<file path="src/rtl/stdf_pkg.sv">
// ----------------------------------------------------------------------------
// Sieve factorizer package
// Shared widths, register codes and the divider request/response words.
// ----------------------------------------------------------------------------
`default_nettype none

package stdf_pkg;

  localparam int FACTOR_W  = 31;
  localparam int LIMIT_W   = 16;
  localparam int DIV_STEPS = FACTOR_W;
  localparam int DIV_CNT_W = $clog2(DIV_STEPS);
  localparam int PADDR_W   = 3;
  localparam int PDATA_W   = 32;

  localparam logic [LIMIT_W-1:0] LIMIT_RESET = 16'hFFFF;

  // Register index as taken from the word address bit of paddr.
  localparam logic REG_SIEVE_LIMIT = 1'b0;

  typedef struct packed {
    logic                start;
    logic [FACTOR_W-1:0] dividend;
    logic [FACTOR_W-1:0] divisor;
  } div_req_t;

  typedef struct packed {
    logic                done;
    logic [FACTOR_W-1:0] quotient;
    logic [FACTOR_W-1:0] remainder;
  } div_rsp_t;

endpackage

`default_nettype wire

</file>
<file path="src/rtl/stdf_divider.sv">
// ----------------------------------------------------------------------------
// Sieve factorizer divider
// Restoring radix-2 divider, one quotient bit per cycle.
// ----------------------------------------------------------------------------
`default_nettype none

module stdf_divider import stdf_pkg::*; (
  input  wire logic     clk,
  input  wire logic     rst,
  input  wire div_req_t req,
  output div_rsp_t      rsp
);

  logic                 running;
  logic                 done;
  logic [DIV_CNT_W-1:0] cnt;
  logic [FACTOR_W-1:0]  rem;
  logic [FACTOR_W-1:0]  quo;
  logic [FACTOR_W-1:0]  dsr;
  logic [FACTOR_W:0]    rem_sh;
  logic [FACTOR_W:0]    diff;
  logic                 ge;

  always_comb begin
    rem_sh = {rem, quo[FACTOR_W-1]};
    diff   = rem_sh - {1'b0, dsr};
    ge     = (rem_sh >= {1'b0, dsr});
  end

  always_ff @(posedge clk) begin
    if (rst) begin
      running <= 1'b0;
      done    <= 1'b0;
    end else begin
      done <= 1'b0;
      if (req.start) begin
        running <= 1'b1;
        cnt     <= '0;
        rem     <= '0;
        quo     <= req.dividend;
        dsr     <= req.divisor;
      end else if (running) begin
        rem <= ge ? diff[FACTOR_W-1:0] : rem_sh[FACTOR_W-1:0];
        quo <= {quo[FACTOR_W-2:0], ge};
        cnt <= cnt + 1'b1;
        if (cnt == DIV_CNT_W'(DIV_STEPS - 1)) begin
          running <= 1'b0;
          done    <= 1'b1;
        end
      end
    end
  end

  assign rsp.done      = done;
  assign rsp.quotient  = quo;
  assign rsp.remainder = rem;

  a_done_pulse: assert property (@(posedge clk) disable iff (rst) done |=> !done)
    else $error("Divider done lasted more than one cycle.");
  a_no_restart: assert property (@(posedge clk) disable iff (rst) !(req.start && running))
    else $error("Divider was started while a division was running.");
  a_start_runs: assert property (@(posedge clk) disable iff (rst) req.start |=> running)
    else $error("Divider did not begin after a start.");

endmodule

`default_nettype wire

</file>
<file path="config.mk">
export PLATFORM = sky130hd
export DESIGN_NAME = stdf_divider
export DESIGN_NICKNAME = d
export VERILOG_FILES = /design/src/rtl/stdf_pkg.sv /design/src/rtl/stdf_divider.sv
export SDC_FILE = /design/constraint.sdc
export NUM_CORES = 1
export LEC_CHECK = 0
export BUFFER_PORTS_ARGS = -buffer_cell sky130_fd_sc_hd__buf_4
export CORE_UTILIZATION = 50
export CTS_CLUSTER_DIAMETER = 200
export CTS_CLUSTER_SIZE = 25
export DETAILED_ROUTE_END_ITERATION = 8
export PLACE_DENSITY = 0.75
export SYNTH_ARGS = -nofsm -noshare
export SYNTH_HDL_FRONTEND = slang
export SYNTH_SLANG_ARGS = --single-unit
export TNS_END_PERCENT = 1
</file>
<file path="constraint.sdc">
create_clock -name clk -period 6.65 [get_ports clk]
set_input_delay 0.665 -clock clk [delete_from_list [all_inputs] [get_ports clk]]
set_output_delay 0.665 -clock clk [all_outputs]
set_load 0.03 [all_outputs]
</file>
==> flow_summary.ini, run 1 <==
[clock_network]
cts-root-buf = clkbuf_16
cts_hold_buf = 0
cts_sinks = 100
htreeDepth = 3
clk_pin_slew_worst_paths_ps = 70
cts_setup_buffers = 0
cts_buffer_depth = 2
cts_made_buffers = 9
cts_tree = yes
postCtsResizedCells = 0
clock_latency_ps = 360

[synth]
yosys.cell_types.count = 55
ys_top_cells_by_area = edfxtp_1, ha_1, mux2_2
synth_edf_count = 98
synth_cells = 497
ys_seq_area_share_pct = 52.3
yosysTopAreaCell = edfxtp_1
avgSynthCellArea_sq_um = 11.5
netlist_area_sq_um = 5700
synth_flop_cell = edfxtp_1
yosysWarnings = 0
syn_nets = 596
synthArstFlopShare_pct = 0
synth-seq-cells = 100
synth_top_cell_area_share_pct = 51.6
yosysMostFrequentCell = edfxtp_1
synth_commonest_cells = edfxtp_1, nand2_1, inv_1

[final_layout]
nets = 719
diodes = 0
drive_gt1_share_pct = 30.4
regArea_sq_um = 2980
multi_input_area_sq_um = 2470
stdcell_count = 765
area_growth_pct = 23.8
num-fill-cells = 864

[critical_path]
crit_chain = inv_1 -> ha_1 -> fa_1 -> nor2b_1 -> o2111ai_1 -> nand4_1 -> a31oi_2 -> o21a_4 -> a211oi_4 -> or2_1 -> mux2i_1 -> nor2_1
cp-end-kind = flop
reg2reg_depth = 12
path_depth = 12
critPathMaxFanout = 31
worstSetupStartpointType = flop
critPathSlowestCell = or2_1
worstPathRequired_ps = 6730
crit_buf_inv = 1
cp.arrival_ps = 3910
crit_family = simple AND/OR/NAND/NOR gates
path_class = flop to flop
cp_slowest_stage_delay_ps = 990

[flow_run]
drv_cap = 0

[sta]
slew_headroom_pct = 16.4
clock.fmax_mhz = 261
hold_violations = 0
tightest_slew_ps = 1250
setup_tns_ps = 0
fin_crit_ps = 3840
drv_slew = 0
rsz0062_at_grt = no
setup_viol = 0
min_period_over_period_pct = 57.7
fin_skew_ps = 11.1

[detailed_routing]
drtAntennaViolNets = 0
routed_wirelength_mm = 12.6
wire_per_inst_um = 16.5
drt_iter0_markers = 219
drt_first_pass_iters = 5
post-route-drc-count = 0
vias = 4239
vias_per_cell = 5.54

[pwr]
p_per_area_nw_per_um2 = 263
p_leak_uw = 0.00298
vdd_drop_max_v = 0.000208

[placement]
dp_hpwl_mm = 8.92
gp_congestion = 0.893
placed_cells = 749
portBuffers = 127

[worst_hold_path]
min_path_cells = 1
hold_path.class = input pin to flop

[floorplan]
io_pins = 128
die_h_um = 109
coreArea_sq_um = 11000
row_count = 38
start_util_pct = 51.9
fp.dieArea_sq_um = 11800
die_w_um = 109

[global_route]
grt_pass1_vias = 4339
antenna_found_initial = 0
overflow = 0
grt_max_degree = 70
grt_usage_pct = 22.8
grt_pass1_wl_mm = 20.6

[status]
outcome = completed
power by group:
group          total (uW)  switching (uW)  leakage (uW)  internal, uW
clock network         536             242      0.000146           294
registers             793            32.2      0.000955           760
logic                 524             303       0.00188           221
total                1850             577       0.00298          1270
state kept, by name (all words and copies together), names as in the netlist:
signal and count:
dsr 31, quo 31, rem 31, cnt 5, done 1, running 1
metrics by stage:
step	utilization (%)	total power [uW]	instance area, sq um	setup slack, ps	hold WS (ps)
global route	64.2	1940	7050	2550	467
CTS	64.2	1860	7050	2790	470
floorplan	-	1180	5700	1960	454
finish	64.2	1850	7050	2810	478
global placement	61.5	1310	6750	2950	483
detailed placement	61.5	1330	6750	2810	494
cells in the final DEF (no fill, tap or decap), drive strengths merged, types with 2 or more instances in the layout:
cell type / instances
a211oi: 11
a21o: 15
a21oi: 39
a31oi: 7
and2: 5
and3: 9
buf: 130
clkbuf: 9
clkinv: 3
dfxtp: 2
edfxtp: 98
ha: 33
inv: 43
mux2: 31
nand2: 48
nand3: 10
nand3b: 2
nand4: 8
nor2: 28
nor2b: 6
nor4b: 2
o2111a: 2
o2111ai: 2
o211ai: 3
o21a: 5
o21ai: 14
o21bai: 8
o311ai: 2
o31ai: 3
or3: 8
xnor2: 13
xor2: 9
cells by family after synthesis:
| group | synth area share (%) |
|---|---|
| flip-flops | 52.3 |
| adder cells (fa/ha/maj) | 7.60 |
| XOR/XNOR | 3.38 |
| AND/OR/NAND/NOR | 11.3 |
| multiplexers | 6.30 |
| buffers and inverters | 4.48 |
| AO/OA/AOI/OAI | 14.6 |
worst reg2reg max path, cell delays in order (launching register included):
cell and delay, ps:
edfxtp_1 380, inv_1 50, ha_1 220, fa_1 420
nor2b_1 180, o2111ai_1 160, nand4_1 140, a31oi_2 150
o21a_4 260, a211oi_4 270, or2_1 990, mux2i_1 280
nor2_1 60
cell type report:
cell class	count	share of cell area (%)
clock inverters	7	1.03
multi-input cells	339	35.0
inverters	40	2.13
flip-flops and latches	100	42.3
well taps	140	2.48
repair buffers	130	13.8
clock buffers	9	3.19
worst paths after layout:
check | startpoint | to | slack, ps
worst max-delay path | quo[30] | rem[21] | 2810
worst max register to register | quo[30] | rem[21] | 2810
worst min register to register | running | done | 500
worst min-delay path | req[6] | dsr[6] | 480
routing by layer:
| layer | vias to the layer above | part of all wire, % | track usage, % | wire length, um |
|---|---|---|---|---|
| met1 | 2014 | 44 | 28.5 | 5520 |
| met3 | 12 | 7.5 | 8.31 | 950 |
| met2 | 132 | 48 | 37.6 | 6020 |
| met4 | 0 | 1.0 | 5.79 | 126 |
| li1 | 2081 | - | - | - |
| met5 | - | 0 | 0 | 0 |
No activity file was read; power rests on OpenSTA's default activity.
==> inputs of run 2 (changes only) <==
--- a/config.mk
+++ b/config.mk
@@ -10,7 +10,7 @@
 export CTS_CLUSTER_DIAMETER = 200
 export CTS_CLUSTER_SIZE = 25
 export DETAILED_ROUTE_END_ITERATION = 8
-export PLACE_DENSITY = 0.75
+export PLACE_DENSITY = 0.78
 export SYNTH_ARGS = -nofsm -noshare
 export SYNTH_HDL_FRONTEND = slang
 export SYNTH_SLANG_ARGS = --single-unit
==> constraint.sdc (replaced) <==
create_clock -name clk -period 3.5 [get_ports clk]
set_input_delay 0.35 -clock clk [delete_from_list [all_inputs] [get_ports clk]]
set_output_delay 0.35 -clock clk [all_outputs]
set_load 0.03 [all_outputs]
==> run 2 against run 1 <==
First-iteration DRC count unchanged. Total power is 91% higher. Non-clock buffer count up 6. Worst hold slack lost 310 ps. Largest power group unchanged.
==> flow_summary.ini, run 2 (synthesis results as in run 1) <==
[critical_path]
path_class = flop to flop
cp_slowest_stage_delay_ps = 420
critPathMaxFanout = 16
worstSetupStartpointType = flop
reg2reg_depth = 14
ff2ff_setup_slack_ps = 310
worstPathRequired_ps = 3580
cp.arrival_ps = 3270
crit_chain = inv_1 -> ha_1 -> fa_1 -> nor2b_1 -> o2111ai_1 -> nand4_1 -> a31oi_2 -> o21a_4 -> a211oi_4 -> nor2_4 -> buf_4 -> buf_4 -> nand2_1 -> a21oi_1
critPathSlowestCell = fa_1
cp-end-kind = flop
cp_common_cell = buf_4
r2r-end = rem[8]
r2r_start = quo[30]

[final_layout]
nets = 725
layout_commonest_cell = buf_4
reg_top3 = dsr: 31 flops, quo: 31 flops, rem: 31 flops
drive_gt1_share_pct = 31.4
diodes = 0
stdcell_count = 771
area_growth_pct = 24.7
final_cell_mix = buf_4, edfxtp_1, nand2_1, inv_1, a21oi_1

[detailed_routing]
drtAntennaViolNets = 0
wire_per_inst_um = 16.3
vias_per_cell = 5.56
drt_first_pass_iters = 5
routed_wirelength_mm = 12.6
vias = 4285
drt_iter0_markers = 219
post-route-drc-count = 0

[global_route]
overflow = 0
grt_max_degree = 61
grt_pass1_vias = 4344
antenna_found_initial = 0
grt_usage_pct = 23.0
grt_pass1_wl_mm = 21.0

[worst_hold_path]
hold_path.class = input pin to flop
hp-start = req[28]
min_path_cells = 1
min_to = dsr[28]

[sta]
fin_crit_ps = 3190
setup_tns_ps = 0
clock.fmax_mhz = 313
min_period_over_period_pct = 91.2
tightest_slew_ps = 828
whs_ps = 170
hold_violations = 0
slew_headroom_pct = 44.8
rsz0062_at_grt = no
drv_slew = 0
setup_viol = 0
fin_skew_ps = 10.9

[floorplan]
coreArea_sq_um = 11000
die_w_um = 109
die_h_um = 109
io_pins = 128
row_count = 38
start_util_pct = 51.9
fp.dieArea_sq_um = 11800

[clock_network]
cts_tree = yes
cts_setup_buffers = 0
cts_made_buffers = 9
clock_latency_ps = 350
clk_pin_slew_worst_paths_ps = 70
cts_sinks = 100
htreeDepth = 3
cts-root-buf = clkbuf_16
cts_buffer_depth = 2

[status]
outcome = completed

[pwr]
p_leak_uw = 0.00301
p_per_area_nw_per_um2 = 498
vdd_drop_max_v = 0.000369

[placement]
portBuffers = 127
gp_congestion = 0.926
placed_cells = 755
dp_hpwl_mm = 9.22

[flow_run]
drv_cap = 0
==> run 2: how the worst max path moves through the flow <==
stage	start	end	slack [ps]	cells after the start
4_1_cts	quo[30]	rem[6]	190	14
5_1_grt	quo[30]	rem[30]	60	13
2_1_floorplan	req[62]	cnt[0]	240	4
6_report	quo[30]	rem[8]	310	14
3_5_place_dp	quo[30]	rem[6]	240	14
3_3_place_gp	quo[30]	rem[0]	410	13
==> run 2: metrics by stage <==
stage / total power, uW / setup WS [ps] / utilization, % / instance area (sq um)
finish: 3540 / 306 / 64.7 / 7110
global route: 3720 / 57.0 / 64.7 / 7110
CTS: 3550 / 194 / 64.6 / 7100
detailed placement: 2540 / 240 / 61.9 / 6800
global placement: 2510 / 406 / 61.9 / 6800
floorplan: 2240 / 236 / - / 5700
==> run 2: what timing repair did <==
| item | in CTS | in global routing |
|---|---|---|
| endpoints found under the setup margin | 0 | 19 |
| resized for setup | 0 | 2 |
| hold buffers | 0 | 0 |
==> run 2: final cells by class <==
type	instances	area, sq um
Fill cell	841	3880
Sequential cell	100	2980
Multi-Input combinational cell	339	2480
Timing Repair Buffer	136	1020
Clock buffer	10	229
Tap cell	140	175
Inverter	40	150
Clock inverter	6	70.1
==> run 2: power breakdown <==
group	internal, uW	leakage [uW]	switching, uW
clock	563	0.000148	454
combinational	432	0.00191	583
sequential	1440	0.000955	59.5
total	2440	0.00301	1100
==> run 2: critical path: cells and delay by family (launching register included) <==
kind	cells	cell delay [ps]
DFF	1	370
AOI/OAI and AO/OA	5	950
adders and majority gates	2	640
buffers and inverters	3	390
and+or+nand+nor	4	570
==> run 2: routing by layer <==
layer	vias to the layer above	track usage (%)	part of all wire, %
met4	0	5.89	1.1
li1	2098	-	-
met5	-	0	0
met2	160	38.2	48
met1	2018	28.7	43
met3	9	8.07	8.5
==> inputs of run 3 (changes only) <==
--- a/config.mk
+++ b/config.mk
@@ -6,10 +6,12 @@
 export NUM_CORES = 1
 export LEC_CHECK = 0
 export BUFFER_PORTS_ARGS = -buffer_cell sky130_fd_sc_hd__buf_4
+export CORE_MARGIN = 10
 export CORE_UTILIZATION = 50
 export CTS_CLUSTER_DIAMETER = 200
 export CTS_CLUSTER_SIZE = 25
 export DETAILED_ROUTE_END_ITERATION = 8
+export GPL_TIMING_DRIVEN = 0
 export PLACE_DENSITY = 0.78
 export SYNTH_ARGS = -nofsm -noshare
 export SYNTH_HDL_FRONTEND = slang
==> run 3 against run 2 <==
Total power grew 0.75%. Largest power group unchanged. Maximum frequency shrank 0.37%. Count of clock-buffer cells in the layout grew 1. Critical endpoint is now rem[2]. Register-to-register slack is essentially flat. Combinational power grew 4%. Global-route usage shrank 4.8 points. Highest routed layer unchanged. Critical path depth is the same. Setup slack lost 12 ps. Via count grew 1.7%.
==> flow_summary.ini, run 3 (synthesis results as in run 1) <==
[status]
outcome = completed

[placement]
portBuffers = 127
gp_congestion = 0.912
dp_hpwl_mm = 11.3

[global_route]
antenna_found_initial = 0
overflow = 0
grt_pass1_wl_mm = 23.7
grt_max_degree = 32
grt_pass1_vias = 4700
grt_usage_pct = 18.2

[sta]
slew_headroom_pct = 37.5
drv_slew = 0
fin_skew_ps = 10.1
hold_violations = 0
setup_tns_ps = 0
clock.fmax_mhz = 312
min_period_over_period_pct = 91.6
tightest_slew_ps = 935
fin_crit_ps = 3210
whs_ps = 163
rsz0062_at_grt = no
setup_viol = 0

[pwr]
netSwitchingFraction_pct = 31.3
p_leak_uw = 0.00304
pwr-share-seq_pct = 42.3
power_frac_comb_pct = 29.5
clkPwrFrac_pct = 28.3
p_int_uw = 2450
vdd_drop_max_v = 0.000408
netSwitchingPower_uw = 1110
p_per_area_nw_per_um2 = 496

[floorplan]
fp.dieArea_sq_um = 16100
start_util_pct = 51.9
die_h_um = 127
die_w_um = 127
coreArea_sq_um = 11000
io_pins = 128
row_count = 38

[critical_path]
cp.arrival_ps = 3290
critPathMaxFanout = 10
cp-end-kind = flop
cp_common_cell = buf_4
crit_chain = inv_1 -> ha_1 -> fa_1 -> nor2b_1 -> o2111ai_1 -> nand4_1 -> a31oi_2 -> o21a_4 -> a211oi_4 -> nor2_2 -> buf_4 -> buf_4 -> nand2_1 -> a21oi_1
critPathSlowestCell = fa_1
worstPathRequired_ps = 3580
worstSetupStartpointType = flop
cp_slowest_stage_delay_ps = 410
path_class = flop to flop

[clock_network]
cts_buffer_depth = 2
htreeDepth = 3
cts-root-buf = clkbuf_16
clock_latency_ps = 360
cts_tree = yes
cts_made_buffers = 9
clk_pin_slew_worst_paths_ps = 70
cts_hold_buf = 0
cts_sinks = 100

[final_layout]
layout_commonest_cell = buf_4
diodes = 0
reg_top3 = dsr: 31 flops, quo: 31 flops, rem: 31 flops
area_growth_pct = 26.1
nets = 736
drive_gt1_share_pct = 30.5
final_cell_mix = buf_4, edfxtp_1, nand2_1, inv_1, a21oi_1
num-fill-cells = 865

[detailed_routing]
drtAntennaViolNets = 0
vias_per_cell = 5.57
wire_per_inst_um = 18.8
drt_first_pass_iters = 5
post-route-drc-count = 0
vias = 4359
routed_wirelength_mm = 14.7
drt_iter0_markers = 275

[flow_run]
drv_cap = 0

[worst_hold_path]
hold_path.class = input pin to flop
[run 3: cell count changes in the layout (fill, tap and decap cells not counted), sizes merged]
cell and delta:
buf +3, clkbuf +9, inv -1
[run 3: critical path: cells and delay by family (launching register included)]
kind	cells	cell delay [ps]
buf+inv	3	430
flops	1	370
compound gates	5	920
simple gates	4	550
fa+ha+maj	2	630
[run 3: path summary, 6_finish.rpt]
path	start	end	slack, ps	cells past startpoint
max	quo[30]	rem[2]	290	14
min	req[28]	dsr[28]	160	1
max reg2reg	quo[30]	rem[2]	290	14
min reg2reg	running	done	530	1
[run 3: area by class of cell]
type | count | area [sq um] | share of cell area, %
Multi-Input combinational cell | 339 | 2470 | 34.5
Tap cell | 140 | 175 | 2.44
Sequential cell | 100 | 2980 | 41.5
Inverter | 40 | 150 | 2.09
Buffer | 18 | 106 | 1.48
Clock inverter | 5 | 60.1 | 0.836
Clock buffer | 11 | 233 | 3.24
Timing Repair Buffer | 129 | 1000 | 13.9
[run 3: metrics by stage]
stage | std cells | utilization [%] | setup slack [ps] | total power (uW) | instance area, sq um
2_1_floorplan | 497 | - | 236 | 2240 | 5700
5_1_grt | 782 | 65.4 | 72.0 | 3750 | 7180
4_1_cts | 782 | 65.4 | 277 | 3580 | 7180
3_3_place_gp | 764 | 62.2 | -1050 | 2530 | 6830
6_report | 782 | 65.4 | 295 | 3560 | 7180
3_5_place_dp | 766 | 62.7 | 309 | 2570 | 6890
[run 3: metal layers]
| metal | vias up | global-route usage [%] | share of wire [%] |
|---|---|---|---|
| met5 | - | 0 | 0 |
| met4 | 0 | 4.35 | 1.0 |
| met3 | 13 | 9.25 | 10 |
| met2 | 149 | 30.0 | 48 |
| met1 | 2085 | 20.5 | 41 |
| li1 | 2112 | - | - |
[run 3: power groups by stage]
stage | sequential, uW | combinational [uW] | clock (uW)
3_3_place_gp | 1530 | 1000 | 0
3_5_place_dp | 1530 | 1040 | 0
2_1_floorplan | 1640 | 603 | 0
4_1_cts | 1510 | 1050 | 1030
6_report | 1510 | 1050 | 1010
5_1_grt | 1520 | 1160 | 1070
[run 3: timing repair]
| action | in CTS | in global routing |
|---|---|---|
| setup endpoints to repair | 0 | 7 |
| setup buffers | 0 | 0 |
| gates resized for setup | 0 | 2 |
